File: src/lmsd_pkg.sv
// Types and constants shared by the lane marking segment detector.
// Used by the channel interfaces and the top level; depends on nothing.
`timescale 1ns / 1ps

package lmsd_pkg;

  localparam int CFG_IDX_W  = 8;
  localparam int CFG_DATA_W = 11;

  localparam logic [CFG_IDX_W-1:0] REG_DARK_THR   = 8'd0;
  localparam logic [CFG_IDX_W-1:0] REG_MIN_GAP    = 8'd1;
  localparam logic [CFG_IDX_W-1:0] REG_MAX_GAP    = 8'd2;
  localparam logic [CFG_IDX_W-1:0] REG_BRIGHT_THR = 8'd3;

  localparam logic [7:0]  DARK_THR_RST   = 8'd64;
  localparam logic [9:0]  MIN_GAP_RST    = 10'd2;
  localparam logic [10:0] MAX_GAP_RST    = 11'd64;
  localparam logic [7:0]  BRIGHT_THR_RST = 8'd128;

  localparam logic [17:0] SUM_MAX   = 18'h3FFFF;
  localparam logic [15:0] COUNT_MAX = 16'hFFFF;

  localparam logic KIND_SEGMENT = 1'b0;
  localparam logic KIND_SUMMARY = 1'b1;

  typedef struct packed {
    logic [7:0] pixel;
    logic       row_end;
    logic       frame_end;
  } in_item_t;

  typedef struct packed {
    logic        kind;
    logic [9:0]  row;
    logic [9:0]  start_col;
    logic [9:0]  end_col;
    logic [15:0] segment_count;
    logic        frame_ok;
    logic        last;
  } out_item_t;

  typedef struct packed {
    logic [CFG_IDX_W-1:0]  index;
    logic [CFG_DATA_W-1:0] wdata;
  } cfg_item_t;

endpackage

File: src/lmsd_if.sv
// Valid/ready channel interfaces for pixels, results and register writes.
// Depends on lmsd_pkg for the payload types.
`timescale 1ns / 1ps

interface lmsd_in_if;
  logic              valid;
  logic              ready;
  lmsd_pkg::in_item_t data;
  modport source (output valid, output data, input ready);
  modport sink (input valid, input data, output ready);
endinterface

interface lmsd_out_if;
  logic               valid;
  logic               ready;
  lmsd_pkg::out_item_t data;
  modport source (output valid, output data, input ready);
  modport sink (input valid, input data, output ready);
endinterface

interface lmsd_cfg_if;
  logic               valid;
  logic               ready;
  lmsd_pkg::cfg_item_t data;
  modport source (output valid, output data, input ready);
  modport sink (input valid, input data, output ready);
endinterface

File: src/lane_marking_segment_detector.sv
// Lane marking segment detector: pairs dark pixels within a row into segments.
// Depends on lmsd_pkg and the channel interfaces in lmsd_if.sv.
//
// Pixels arrive in row order on in_ch, one item per pixel, with row_end and
// frame_end flags. Registers are written on cfg_ch (index 0 dark threshold,
// 1 minimum gap, 2 maximum gap, 3 brightness threshold); it is always ready.
// A pixel is held in an input register, evaluated by one stage of logic
// (a 9 by 10 bit multiply replaces the mean division) and its results are
// written to a four-entry output queue. A segment item is offered on out_ch
// once its closing pixel has passed the input register and been written to
// the queue; a pixel ending a frame adds a summary item behind it.
// Throughput is one pixel per cycle while the queue drains; a pixel is taken
// into the stage only when the queue has room for two items, so a stalled
// receiver fills the queue and then holds back in_ch without losing items.
// Synchronous active-low reset restores the register defaults, clears the
// queue and starts a new frame at row 0, column 0.
`timescale 1ns / 1ps

module lane_marking_segment_detector #(
  parameter int IMG_WIDTH  = 1024,
  parameter int IMG_HEIGHT = 1024
) (
  input  logic          clk,
  input  logic          rst_n,
  lmsd_in_if.sink       in_ch,
  lmsd_out_if.source    out_ch,
  lmsd_cfg_if.sink      cfg_ch
);
  import lmsd_pkg::*;

  localparam logic [9:0] COL_LIMIT = 10'((IMG_WIDTH > 1024) ? 1023 : IMG_WIDTH - 1);
  localparam logic [9:0] ROW_LIMIT = 10'((IMG_HEIGHT > 1024) ? 1023 : IMG_HEIGHT - 1);

  logic [7:0]  dark_thr_r;
  logic [9:0]  min_gap_r;
  logic [10:0] max_gap_r;
  logic [7:0]  bright_thr_r;

  logic        s1_vld_r;
  in_item_t    s1_r;

  logic [9:0]  column_r, column_nxt;
  logic [9:0]  row_idx_r, row_idx_nxt;
  logic        pend_vld_r, pend_vld_nxt;
  logic [9:0]  pend_col_r, pend_col_nxt;
  logic [17:0] run_sum_r, run_sum_nxt;
  logic [15:0] frame_segs_r, frame_segs_nxt;

  out_item_t   fifo_r [4];
  logic [1:0]  wr_ptr_r;
  logic [1:0]  rd_ptr_r;
  logic [2:0]  count_r;

  logic        pop;
  logic        proc;
  logic        dark;
  logic [9:0]  gap_len;
  logic [18:0] prod;
  logic        matched;
  logic [18:0] sum_add;
  logic [15:0] segs_inc;
  out_item_t   seg_item;
  out_item_t   sum_item;
  logic [1:0]  sum_ptr;
  logic [1:0]  n_res;

  assign cfg_ch.ready = 1'b1;

  always_ff @(posedge clk) begin
    if (!rst_n) begin
      dark_thr_r   <= DARK_THR_RST;
      min_gap_r    <= MIN_GAP_RST;
      max_gap_r    <= MAX_GAP_RST;
      bright_thr_r <= BRIGHT_THR_RST;
    end else if (cfg_ch.valid) begin
      case (cfg_ch.data.index)
        REG_DARK_THR:   dark_thr_r   <= cfg_ch.data.wdata[7:0];
        REG_MIN_GAP:    min_gap_r    <= cfg_ch.data.wdata[9:0];
        REG_MAX_GAP:    max_gap_r    <= cfg_ch.data.wdata;
        REG_BRIGHT_THR: bright_thr_r <= cfg_ch.data.wdata[7:0];
        default: ;
      endcase
    end
  end

  assign pop          = out_ch.valid && out_ch.ready;
  assign proc         = s1_vld_r && ((count_r - {2'b00, pop}) <= 3'd2);
  assign in_ch.ready  = !s1_vld_r || proc;
  assign out_ch.valid = (count_r != 3'd0);
  assign out_ch.data  = fifo_r[rd_ptr_r];

  always_ff @(posedge clk) begin
    if (!rst_n) begin
      s1_vld_r <= 1'b0;
    end else if (in_ch.ready) begin
      s1_vld_r <= in_ch.valid;
    end
  end

  always_ff @(posedge clk) begin
    if (in_ch.valid && in_ch.ready) begin
      s1_r <= in_ch.data;
    end
  end

  always_comb begin
    dark     = s1_r.pixel < dark_thr_r;
    gap_len  = column_r - pend_col_r;
    prod     = ({1'b0, bright_thr_r} + 9'd1) * gap_len;
    matched  = dark && pend_vld_r && (column_r >= pend_col_r) && (gap_len != 10'd0) &&
               (gap_len > min_gap_r) && ({1'b0, gap_len} < max_gap_r) &&
               ({1'b0, run_sum_r} >= prod);
    sum_add  = {1'b0, run_sum_r} + {11'd0, s1_r.pixel};
    segs_inc = (matched && (frame_segs_r != COUNT_MAX)) ? frame_segs_r + 16'd1
                                                         : frame_segs_r;

    column_nxt     = column_r;
    row_idx_nxt    = row_idx_r;
    pend_vld_nxt   = pend_vld_r;
    pend_col_nxt   = pend_col_r;
    run_sum_nxt    = run_sum_r;
    frame_segs_nxt = segs_inc;

    if (matched) begin
      pend_vld_nxt = 1'b0;
      run_sum_nxt  = '0;
    end else if (dark) begin
      pend_vld_nxt = 1'b1;
      pend_col_nxt = column_r;
      run_sum_nxt  = {10'd0, s1_r.pixel};
    end else if (pend_vld_r) begin
      run_sum_nxt = sum_add[18] ? SUM_MAX : sum_add[17:0];
    end

    if (s1_r.frame_end) begin
      frame_segs_nxt = '0;
      row_idx_nxt    = '0;
      column_nxt     = '0;
      pend_vld_nxt   = 1'b0;
      run_sum_nxt    = '0;
    end else if (s1_r.row_end) begin
      column_nxt   = '0;
      row_idx_nxt  = (row_idx_r < ROW_LIMIT) ? row_idx_r + 10'd1 : row_idx_r;
      pend_vld_nxt = 1'b0;
      run_sum_nxt  = '0;
    end else if (column_r < COL_LIMIT) begin
      column_nxt = column_r + 10'd1;
    end

    seg_item               = '0;
    seg_item.kind          = KIND_SEGMENT;
    seg_item.row           = row_idx_r;
    seg_item.start_col     = pend_col_r;
    seg_item.end_col       = column_r;
    seg_item.last          = !s1_r.frame_end;

    sum_item               = '0;
    sum_item.kind          = KIND_SUMMARY;
    sum_item.segment_count = segs_inc;
    sum_item.frame_ok      = segs_inc >= 16'd2;
    sum_item.last          = 1'b1;

    sum_ptr = wr_ptr_r + {1'b0, matched};
    n_res   = {1'b0, matched} + {1'b0, s1_r.frame_end};
  end

  always_ff @(posedge clk) begin
    if (!rst_n) begin
      column_r     <= '0;
      row_idx_r    <= '0;
      pend_vld_r   <= 1'b0;
      pend_col_r   <= '0;
      run_sum_r    <= '0;
      frame_segs_r <= '0;
    end else if (proc) begin
      column_r     <= column_nxt;
      row_idx_r    <= row_idx_nxt;
      pend_vld_r   <= pend_vld_nxt;
      pend_col_r   <= pend_col_nxt;
      run_sum_r    <= run_sum_nxt;
      frame_segs_r <= frame_segs_nxt;
    end
  end

  always_ff @(posedge clk) begin
    if (proc && matched) begin
      fifo_r[wr_ptr_r] <= seg_item;
    end
    if (proc && s1_r.frame_end) begin
      fifo_r[sum_ptr] <= sum_item;
    end
  end

  always_ff @(posedge clk) begin
    if (!rst_n) begin
      wr_ptr_r <= '0;
      rd_ptr_r <= '0;
      count_r  <= '0;
    end else begin
      if (proc) begin
        wr_ptr_r <= wr_ptr_r + n_res;
      end
      if (pop) begin
        rd_ptr_r <= rd_ptr_r + 2'd1;
      end
      count_r <= count_r + (proc ? {1'b0, n_res} : 3'd0) - {2'b00, pop};
    end
  end

  a_count_bound: assert property (@(posedge clk) disable iff (!rst_n)
    count_r <= 3'd4)
    else $error("result queue overflow");

  a_summary_last: assert property (@(posedge clk) disable iff (!rst_n)
    out_ch.valid && (out_ch.data.kind == KIND_SUMMARY) |-> out_ch.data.last)
    else $error("summary item without last");

  a_segment_fields: assert property (@(posedge clk) disable iff (!rst_n)
    out_ch.valid && (out_ch.data.kind == KIND_SEGMENT) |->
      (out_ch.data.segment_count == 16'd0) && !out_ch.data.frame_ok)
    else $error("segment item carries summary fields");

  a_frame_restart: assert property (@(posedge clk) disable iff (!rst_n)
    proc && s1_r.frame_end |=> (frame_segs_r == 16'd0) && (row_idx_r == 10'd0) &&
      (column_r == 10'd0) && !pend_vld_r)
    else $error("frame state not cleared after frame end");

endmodule

File: src/flat_wrapper.sv
// flat-port wrapper written by rule: the top's interface ports become plain ports
module lane_marking_segment_detector_flat import lmsd_pkg::*;
#(
  parameter int IMG_WIDTH  = 1024,
  parameter int IMG_HEIGHT = 1024
)
  (clk, rst_n, in_ch_valid, in_ch_data, in_ch_ready, out_ch_valid, out_ch_data, out_ch_ready, cfg_ch_valid, cfg_ch_data, cfg_ch_ready);
  lmsd_in_if in_ch_i ();
  lmsd_out_if out_ch_i ();
  lmsd_cfg_if cfg_ch_i ();
  input  logic clk;
  input  logic rst_n;
  input wire logic [$bits(in_ch_i.valid)-1:0] in_ch_valid;
  input wire logic [$bits(in_ch_i.data)-1:0] in_ch_data;
  output wire logic [$bits(in_ch_i.ready)-1:0] in_ch_ready;
  output wire logic [$bits(out_ch_i.valid)-1:0] out_ch_valid;
  output wire logic [$bits(out_ch_i.data)-1:0] out_ch_data;
  input wire logic [$bits(out_ch_i.ready)-1:0] out_ch_ready;
  input wire logic [$bits(cfg_ch_i.valid)-1:0] cfg_ch_valid;
  input wire logic [$bits(cfg_ch_i.data)-1:0] cfg_ch_data;
  output wire logic [$bits(cfg_ch_i.ready)-1:0] cfg_ch_ready;
  assign in_ch_i.valid = in_ch_valid;
  assign in_ch_i.data = in_ch_data;
  assign in_ch_ready = in_ch_i.ready;
  assign out_ch_valid = out_ch_i.valid;
  assign out_ch_data = out_ch_i.data;
  assign out_ch_i.ready = out_ch_ready;
  assign cfg_ch_i.valid = cfg_ch_valid;
  assign cfg_ch_i.data = cfg_ch_data;
  assign cfg_ch_ready = cfg_ch_i.ready;
  lane_marking_segment_detector #(.IMG_WIDTH(IMG_WIDTH), .IMG_HEIGHT(IMG_HEIGHT)) u_core (.clk(clk), .rst_n(rst_n), .in_ch(in_ch_i), .out_ch(out_ch_i), .cfg_ch(cfg_ch_i));
endmodule
File: config.mk
export PLATFORM = sky130hd
export DESIGN_NAME = lane_marking_segment_detector_flat
export DESIGN_NICKNAME = d
export VERILOG_FILES = /design/src/lmsd_pkg.sv /design/src/lmsd_if.sv /design/src/lane_marking_segment_detector.sv /design/src/flat_wrapper.sv
export SDC_FILE = /design/constraint.sdc
export NUM_CORES = 1
export LEC_CHECK = 0
export ABC_AREA = 1
export BUFFER_PORTS_ARGS = -buffer_cell sky130_fd_sc_hd__buf_2
export CAP_MARGIN = 20
export CORE_ASPECT_RATIO = 1.4
export CORE_MARGIN = 1.5
export CORE_UTILIZATION = 55
export DETAILED_ROUTE_END_ITERATION = 12
export GPL_TIMING_DRIVEN = 1
export PLACE_DENSITY = 0.81
export SYNTH_ARGS = -nofsm -noshare
export SYNTH_HDL_FRONTEND = slang
export SYNTH_SLANG_ARGS = --single-unit
export TNS_END_PERCENT = 50
File: constraint.sdc
create_clock -name clk -period 22.6 [get_ports clk]
set_input_delay 4.52 -clock clk [delete_from_list [all_inputs] [get_ports clk]]
set_output_delay 4.52 -clock clk [all_outputs]
set_load 0.01 [all_outputs]
==> results of run 1 <==
[logic make-up after synthesis]
family,after synthesis,share of synthesized area
AND/OR/NAND/NOR,854,0.195
buffers and inverters,358,0.0802
other,1,0.000205
flip-flops,318,0.390
AO/OA/AOI/OAI,595,0.173
XOR/XNOR,42,0.0201
adder cells (fa/ha/maj),171,0.141
[final timing paths]
kind | from | end | slack [ns]
setup / recovery | out_ch_ready | in_ch_ready | 12.30
hold / removal | u_core.fifo_r[0][48] | u_core.fifo_r[0][48] | 0.45
setup reg to reg | u_core.column_r[0] | u_core.fifo_r[0][12] | 12.64
hold reg to reg | u_core.fifo_r[0][48] | u_core.fifo_r[0][48] | 0.45
[cell usage after synthesis, types with 25 or more instances]
| cell type | count | area, sq um |
|---|---|---|
| a21oi_1 | 256 | 1280 |
| clkbuf_1 | 71 | 267 |
| dfxtp_1 | 240 | 4800 |
| edfxtp_1 | 78 | 2340 |
| fa_1 | 60 | 1200 |
| ha_1 | 111 | 1390 |
| inv_1 | 245 | 920 |
| nand2_1 | 284 | 1070 |
| nand3_1 | 52 | 260 |
| nand4_1 | 29 | 181 |
| nor2_1 | 424 | 1590 |
| nor3_1 | 25 | 125 |
| o21ai_0 | 181 | 906 |
| o21ai_1 | 64 | 320 |
| o22ai_1 | 51 | 319 |
| xor2_1 | 33 | 289 |
[cell usage in the layout, fill, tap and decap left out, drive strengths merged, types with 59 or more instances in the layout]
master  netlist  routed
o21ai       246     246
nand2       292     292
edfxtp       78      78
inv         253     255
nand3        59      59
buf          31      97
ha          111     111
a21oi       257     257
fa           60      60
dfxtp       240     240
nor2        428     428
[area by class of cell]
type,instances,area (sq um),share of cell area
Clock inverter,18,206,0.0104
Clock buffer,39,826,0.0414
Multi-Input combinational cell,1663,9710,0.487
Inverter,256,961,0.0482
Sequential cell,318,7150,0.358
Tap cell,440,551,0.0276
Timing Repair Buffer,97,538,0.0270
[state kept, by name, indices dropped and copies added (netlist names), named ones only]
signal and flops:
u_core.pend_col_r 10, u_core.rd_ptr_r 2, u_core.column_r 10, u_core.run_sum_r 18
u_core.wr_ptr_r 2, u_core.row_idx_r 10, u_core.dark_thr_r 8, u_core.pend_vld_r 1
u_core.fifo_r 196, u_core.bright_thr_r 8, u_core.s1_vld_r 1, u_core.min_gap_r 10
u_core.max_gap_r 11, u_core.s1_r 10, u_core.count_r 3, u_core.frame_segs_r 16
[through the flow]
stage | utilization | std cells
after floorplan | - | 2339
after global placement | 0.579 | 2772
after detailed placement | 0.579 | 2772
after CTS | 0.611 | 2829
after global routing | 0.612 | 2831
final | 0.612 | 2831
[worst max-delay path: cells and delay by family]
family                     cells  cell delay, ns
buffers and inverters          3            0.31
adders and majority gates      2            0.52
AOI/OAI and AO/OA              1            0.22
and+or+nand+nor                3            0.21
[per-layer routing]
metal / vias to the layer above / wire (um) / track usage
met5: - / 0 / 0
met4: 0 / 1630 / 0.114
met3: 112 / 2520 / 0.0302
met2: 549 / 23800 / 0.497
met1: 7564 / 17900 / 0.305
li1: 7843 / - / -
[power groups by stage]
stage	combinational, W	clock [W]	sequential, W
5_1_grt	0.000914	0.000555	0.000632
3_3_place_gp	0.000769	0	0.000640
6_report	0.000809	0.000531	0.000628
3_5_place_dp	0.000800	0	0.000641
2_1_floorplan	0.000585	0	0.000632
4_1_cts	0.000805	0.000533	0.000628
==> impl_metrics.env, run 1 <==
export IMPL_cp_arrival_ns=5.78
export IMPL_syn_area_sq_um=18300
export IMPL_cellLeakagePower_nw=8.71
export IMPL_grt_first_pass_wirelength_um=74800
export IMPL_crit_chain="buf_2 > nand2_1 > inv_1 > ha_1 > ha_1 > o22a_1 > nand2_1 > nand2_1 > buf_2"
export IMPL_synth_edf_count=78
export IMPL_min_path_cells=2
export IMPL_syn_avg_cell_area_sq_um=7.83
export IMPL_grt_ovfl_total=0
export IMPL_pin_count=86
export IMPL_cts_hold_buf=0
export IMPL_power_switching_w=0.000772
export IMPL_detail_route_wl_per_cell_um=16.2
export IMPL_timing_final_crit_share=0.456
export IMPL_outcome="completed"
export IMPL_track_usage=0.267
export IMPL_core_sq_um=32600
export IMPL_whs_ns=0.451
export IMPL_drive_above_1_share=0.0765
export IMPL_cp_max_fo=5
export IMPL_p_clk_frac=0.270
export IMPL_crit_path_start_kind="input pin"
export IMPL_clk_transition_reported_paths_ns=0.06
export IMPL_skew_ns=0.0262
export IMPL_postCtsResizedCells=0
export IMPL_cp_data_required_time_ns=18.08
export IMPL_critPathKind="input pin to output port"
export IMPL_swShare=0.392
export IMPL_yosysSeqAreaShare=0.390
export IMPL_syn_nets=2544
export IMPL_first_pass_iters=6
export IMPL_die_w_um=157
export IMPL_cts_sinks=318
export IMPL_initial_core_util=0.562
export IMPL_pwr_share_comb=0.411
export IMPL_power_density_nw_per_um2=98.7
export IMPL_syn_to_final_growth_pct=8.86
export IMPL_route_detailed_drc=0
export IMPL_wl_um=45800
export IMPL_crit_top_cell="nand2_1"
export IMPL_hold_violations=0
export IMPL_fin_tns_setup_ns=0
export IMPL_maxCapViolations=0
export IMPL_io_buffer_count=84
export IMPL_synthDistinctLibCells=50
export IMPL_gp_congestion=0.946
export IMPL_grt_max_degree=74
export IMPL_ys_flop_type="dfxtp_1"
export IMPL_synthCells=2339
export IMPL_vdd_drop_max_uv=102
export IMPL_rows=78
export IMPL_cts_tree="yes"
export IMPL_setup_viol=0
export IMPL_post_route_worst_setup_slack_ns=12.30
export IMPL_fmax_mhz=97.0
export IMPL_vias_per_cell=5.68
export IMPL_critPathMaxStageDelay_ns=0.28
export IMPL_grt_antenna_before_repair=0
export IMPL_dieHeight_um=219
export IMPL_h_tree_depth=1
export IMPL_antenna_left=0
export IMPL_worst_pin_slew_ns=1.12
export IMPL_period_needed_ns=10.30
export IMPL_fin_nets=2572
export IMPL_dpl_worst_slack_ns=12.31
export IMPL_stdcell_area_sq_um=19900
export IMPL_grt_pass1_vias=15700
export IMPL_critPathSlowestCell="ha_1"
export IMPL_drv_slew=0
export IMPL_synth_seq_cells=318
export IMPL_fillers=2874
export IMPL_pwr_share_seq=0.319
export IMPL_clkLatencyLatePin_ns=0.58
export IMPL_num_vias=16100
export IMPL_yosys_warnings=0
export IMPL_die_area_sq_um=34400
export IMPL_cts_buffer_depth=3
export IMPL_async_flop_share=0
export IMPL_post_dp_hpwl_um=31500
export IMPL_finalPower_w=0.00197
export IMPL_rsz0062_at_grt="no"
export IMPL_endpoint_kind="output port"
export IMPL_rr_worst_depth=44
export IMPL_cts_setup_buffers=0
export IMPL_cts_made_buffers=31
export IMPL_placedInstanceArea_sq_um=18900
export IMPL_antennaDiodeCount=0
export IMPL_root_buffer="clkbuf_16"
export IMPL_hp_class="flip-flop to flip-flop"
export IMPL_power_internal_w=0.00120
export IMPL_drtIter0Drc=1129
export IMPL_max_slew_margin=0.253
No activity file was read; power rests on OpenSTA's default activity.
==> run 2, diff against run 1 <==
Settings changed: PLACE_DENSITY 0.81 to 0.83.
Clock period 22.6 ns to 9.2 ns, I/O delays scaled along.
==> run 2 against run 1 <==
Compared with the run above: sequential power is 150% higher; clock skew is 0.012 ns lower; wire length rose by 2.9%; clock-buffer cell count grew 4; critical path depth rose by 35; setup slack got worse by 12 ns; sequential cell count unchanged; cell count grew 0.32%; critical path type is now flip-flop to flip-flop; power is 150% higher; design area is 0.75% higher.
==> impl_metrics.env, run 2 (same netlist as run 1, synthesis figures left out) <==
export IMPL_clk_transition_reported_paths_ns=0.06
export IMPL_detail_route_wl_per_cell_um=16.6
export IMPL_critPathMaxStageDelay_ns=0.55
export IMPL_vias_per_cell=5.81
export IMPL_grt_antenna_before_repair=1
export IMPL_crit_top_cell="nand2_1"
export IMPL_cp_arrival_ns=8.95
export IMPL_core_sq_um=32600
export IMPL_crit_path_start_kind="flip-flop"
export IMPL_num_vias=16500
export IMPL_io_buffer_count=84
export IMPL_fin_nets=2581
export IMPL_die_area_sq_um=34400
export IMPL_route_detailed_drc=0
export IMPL_hold_violations=0
export IMPL_power_internal_w=0.00297
export IMPL_root_buffer="clkbuf_16"
export IMPL_swShare=0.390
export IMPL_placed_cells=2780
export IMPL_layout_common_cells="424 x nor2_1, 280 x nand2_1, 256 x a21oi_1"
export IMPL_vdd_drop_max_uv=158
export IMPL_track_usage=0.274
export IMPL_drv_slew=0
export IMPL_layout_commonest_cell="nor2_1"
export IMPL_antennaDiodeCount=0
export IMPL_die_w_um=157
export IMPL_cts_setup_buffers=0
export IMPL_first_pass_iters=6
export IMPL_critPathSlowestCell="fa_1"
export IMPL_top_register="u_core.fifo_r"
export IMPL_period_needed_ns=8.46
export IMPL_hp_class="flip-flop to flip-flop"
export IMPL_cts_buffer_depth=3
export IMPL_antenna_left=0
export IMPL_worst_pin_slew_ns=1.10
export IMPL_placedInstanceArea_sq_um=18900
export IMPL_grt_pass1_vias=16100
export IMPL_h_tree_depth=1
export IMPL_cts_tree="yes"
export IMPL_rows=78
export IMPL_clkLatencyLatePin_ns=0.57
export IMPL_reg_top3="u_core.fifo_r: 196 flops, u_core.run_sum_r: 18 flops, u_core.frame_segs_r: 16 flops"
export IMPL_critPathKind="flip-flop to flip-flop"
export IMPL_cellLeakagePower_nw=8.78
export IMPL_power_density_nw_per_um2=242
export IMPL_fmax_mhz=118
export IMPL_cts_sinks=318
export IMPL_endpoint_kind="flip-flop"
export IMPL_outcome="completed"
export IMPL_grt_ovfl_total=0
export IMPL_drive_above_1_share=0.0833
export IMPL_gp_congestion=0.982
export IMPL_critPathBufInv=9
export IMPL_p_clk_frac=0.268
export IMPL_cp_data_required_time_ns=9.69
export IMPL_pwr_share_seq=0.318
export IMPL_initial_core_util=0.562
export IMPL_cp_max_fo=48
export IMPL_stdcell_area_sq_um=20100
export IMPL_maxCapViolations=0
export IMPL_post_dp_hpwl_um=32700
export IMPL_pwr_share_comb=0.414
export IMPL_dieHeight_um=219
export IMPL_drtIter0Drc=1418
export IMPL_crit_family="adder cells"
export IMPL_setup_viol=0
export IMPL_final_cells=2840
export IMPL_largest_register_ffs=196
export IMPL_power_switching_w=0.00189
export IMPL_fillers=2762
export IMPL_skew_ns=0.0146
export IMPL_pin_count=86
export IMPL_max_slew_margin=0.265
export IMPL_grt_max_degree=99
export IMPL_grt_first_pass_wirelength_um=76900
export IMPL_wl_um=47200
export IMPL_syn_to_final_growth_pct=9.67
export IMPL_cts_made_buffers=30
export IMPL_timing_final_crit_share=0.920
==> run 2: cell count changes in the layout (fill, tap and decap cells not counted), sizes merged <==
cell,before,now
buf,97,107
clkinvlp,3,1
bufinv,4,3
clkbuf,39,43
clkinv,12,10
==> run 2: stage by stage <==
step | util | hold WS [ns] | worst slack [ns] | total power, W | setup TNS, ns
6_report | 0.616 | 0.460 | 0.738 | 0.00486 | 0
5_1_grt | 0.616 | 0.478 | -0.0133 | 0.00519 | -0.0335
4_1_cts | 0.613 | 0.457 | 0.324 | 0.00485 | 0
3_5_place_dp | 0.581 | 0.438 | 0.321 | 0.00355 | 0
3_3_place_gp | 0.581 | 0.428 | 0.552 | 0.00347 | 0
2_1_floorplan | - | 0.414 | 0.752 | 0.00299 | 0
==> run 2: metal layers <==
| metal | vias up | routed length, um | track usage |
|---|---|---|---|
| met2 | 701 | 24100 | 0.505 |
| met1 | 7766 | 18100 | 0.311 |
| li1 | 7858 | - | - |
| met4 | 2 | 2090 | 0.131 |
| met3 | 161 | 2920 | 0.0330 |
| met5 | - | 8 | 0 |
==> run 2: repair_timing <==
| item | CTS | global route |
|---|---|---|
| endpoints found under the setup margin | 0 | 128 |
| gates resized for setup | 0 | 7 |
| hold buffers | 0 | 0 |
==> run 2: path summary, 6_finish.rpt <==
kind | startpoint | end | slack (ns) | cells past startpoint
max | u_core.column_r[0] | u_core.fifo_r[3][28] | 0.74 | 44
min | u_core.max_gap_r[10] | u_core.max_gap_r[10] | 0.46 | 2
max reg2reg | u_core.column_r[0] | u_core.fifo_r[3][28] | 0.74 | 44
min reg2reg | u_core.max_gap_r[10] | u_core.max_gap_r[10] | 0.46 | 2
==> run 2: worst min-delay path: cells and delay by family (launching register included) <==
family | cells | cell delay [ns]
AOI/OAI and AO/OA | 1 | 0.06
buffers and inverters | 1 | 0.06
DFF | 1 | 0.29
==> run 2: area by class of cell <==
cell class | instances | area (sq um) | area share
multi-input cells | 1663 | 9740 | 0.485
flip-flops and latches | 318 | 7150 | 0.356
inverters | 256 | 961 | 0.0478
clock buffers | 43 | 902 | 0.0449
repair buffers | 107 | 638 | 0.0318
well taps | 440 | 551 | 0.0274
clock inverters | 13 | 154 | 0.00766
==> run 2: power by group through the flow <==
| stage | clock network [W] | registers, W | logic (W) |
|---|---|---|---|
| after floorplan | 0 | 0.00155 | 0.00144 |
| after CTS | 0.00132 | 0.00154 | 0.00199 |
| final | 0.00130 | 0.00154 | 0.00201 |
| after global placement | 0 | 0.00157 | 0.00190 |
| after detailed placement | 0 | 0.00157 | 0.00198 |
| after global routing | 0.00137 | 0.00155 | 0.00226 |
==> run 3, diff against run 2 <==
Settings changed: BUFFER_PORTS_ARGS -buffer_cell sky130_fd_sc_hd__buf_2 to -buffer_cell sky130_fd_sc_hd__clkbuf_2, CORE_UTILIZATION 55 to 56, PLACE_DENSITY 0.83 to 0.85.
==> run 3 against run 2 <==
Compared with the run above: critical path type unchanged; clock-buffer cell count is 6 lower; critical endpoint is now u_core.fifo_r[3][9]; sequential power hardly changed; global-route usage is 0.56 points higher; non-clock buffer count is 2 lower.
==> impl_metrics.env, run 3 (same netlist as run 1, synthesis figures left out) <==
export IMPL_regArea_sq_um=7150
export IMPL_die_area_sq_um=33800
export IMPL_vdd_drop_max_uv=166
export IMPL_initial_core_util=0.567
export IMPL_rsz0062_at_grt="no"
export IMPL_reg_top3="u_core.fifo_r: 196 flops, u_core.run_sum_r: 18 flops, u_core.frame_segs_r: 16 flops"
export IMPL_fin_tns_setup_ns=0
export IMPL_top_register="u_core.fifo_r"
export IMPL_dpl_worst_slack_ns=0.415
export IMPL_power_density_nw_per_um2=242
export IMPL_maxCapViolations=0
export IMPL_h_tree_depth=1
export IMPL_num_vias=16500
export IMPL_layout_common_cells="424 x nor2_1, 280 x nand2_1, 256 x a21oi_1"
export IMPL_cts_setup_buffers=0
export IMPL_cts_buffer_depth=3
export IMPL_first_pass_iters=6
export IMPL_max_slew_margin=0.254
export IMPL_crit_top_cell="nand2_1"
export IMPL_clkLatencyLatePin_ns=0.58
export IMPL_io_buffer_count=84
export IMPL_core_sq_um=32300
export IMPL_dieHeight_um=217
export IMPL_period_needed_ns=8.41
export IMPL_syn_to_final_growth_pct=9.14
export IMPL_cts_hold_buf=0
export IMPL_cts_made_buffers=29
export IMPL_skew_ns=0.0337
export IMPL_rr_worst_depth=41
export IMPL_cp_arrival_ns=8.63
export IMPL_critPathMaxStageDelay_ns=0.54
export IMPL_grt_max_degree=89
export IMPL_drv_slew=0
export IMPL_clk_transition_reported_paths_ns=0.07
export IMPL_postCtsResizedCells=0
export IMPL_fmax_mhz=119
export IMPL_post_route_worst_setup_slack_ns=0.789
export IMPL_wl_um=47800
export IMPL_pin_count=86
export IMPL_endpoint_kind="flip-flop"
export IMPL_hp_class="flip-flop to flip-flop"
export IMPL_cellLeakagePower_nw=8.73
export IMPL_post_dp_hpwl_um=32400
export IMPL_detail_route_wl_per_cell_um=16.9
export IMPL_cp_data_required_time_ns=9.42
export IMPL_grt_first_pass_wirelength_um=77200
export IMPL_layout_commonest_cell="nor2_1"
export IMPL_antenna_left=0
export IMPL_min_path_cells=2
export IMPL_outcome="completed"
export IMPL_crit_path_start_kind="flip-flop"
export IMPL_multi_input_area_sq_um=9750
export IMPL_grt_antenna_before_repair=0
export IMPL_grt_pass1_vias=15900
export IMPL_gp_congestion=0.941
export IMPL_fin_nets=2578
export IMPL_largest_register_ffs=196
export IMPL_vias_per_cell=5.83
export IMPL_route_detailed_drc=0
export IMPL_cts_sinks=318
export IMPL_critPathSlowestCell="fa_1"
export IMPL_cp_max_fo=17
export IMPL_fillers=2681
export IMPL_grt_ovfl_total=0
export IMPL_track_usage=0.280
export IMPL_worst_pin_slew_ns=1.12
export IMPL_die_w_um=156
export IMPL_drive_above_1_share=0.0807
export IMPL_hold_violations=0
export IMPL_rows=78
export IMPL_timing_final_crit_share=0.914
export IMPL_drtIter0Drc=1618
export IMPL_antennaDiodeCount=0
export IMPL_cts_tree="yes"
export IMPL_root_buffer="clkbuf_16"
export IMPL_critPathKind="flip-flop to flip-flop"
export IMPL_setup_viol=0
run 3: cell types whose count changed in the layout (fill, tap and decap cells not counted), sizes merged:
| cell | delta |
|---|---|
| clkbuf | +78 |
| clkinv | -4 |
| buf | -86 |
| bufinv | +1 |
| inv | +4 |
run 3: layout make-up:
cell class	instances	share of cell area
sequential	318	0.358
clock inverter	14	0.00957
multi-input combinational	1663	0.488
clock buffer	37	0.0404
tap	440	0.0275
timing repair buffer	105	0.0293
inverter	256	0.0481
run 3: path summary, 6_finish.rpt:
kind / slack, ns / startpoint / endpoint
worst max-delay path: 0.79 / u_core.column_r[0] / u_core.fifo_r[3][9]
worst min-delay path: 0.46 / u_core.fifo_r[3][48] / u_core.fifo_r[3][48]
worst max register to register: 0.79 / u_core.column_r[0] / u_core.fifo_r[3][9]
worst min register to register: 0.46 / u_core.fifo_r[3][48] / u_core.fifo_r[3][48]
run 3: critical path: cells and delay by family, from the launching register on:
kind | cells | cell delay [ns]
and+or+nand+nor | 18 | 2.08
buffers and inverters | 9 | 0.90
xor gates and xnor gates | 1 | 0.16
AOI/OAI and AO/OA | 4 | 0.95
adders and majority gates | 9 | 3.62
DFF | 1 | 0.33
run 3: routing by layer:
metal,up-vias,routed length [um],track usage
li1,7870,-,-
met1,7772,18000,0.322
met2,734,24600,0.513
met3,154,3290,0.0360
met4,0,1920,0.122
met5,-,0,0
run 3: where the power goes:
part	leakage (nW)	internal [W]	switching [W]	total, W
clock	0.492	0.000736	0.000546	0.00128
combinational	5.51	0.000700	0.00132	0.00202
sequential	2.73	0.00149	0.0000484	0.00154
run 3: stage by stage:
step	area (sq um)	cells	power [W]	hold WS [ns]	utilization
after global placement	18900	2781	0.00347	0.433	0.586
after global routing	20000	2833	0.00517	0.486	0.619
after floorplan	18300	2339	0.00299	0.414	-
final	20000	2833	0.00484	0.462	0.619
after detailed placement	18900	2781	0.00355	0.436	0.586
after CTS	19900	2832	0.00483	0.461	0.617
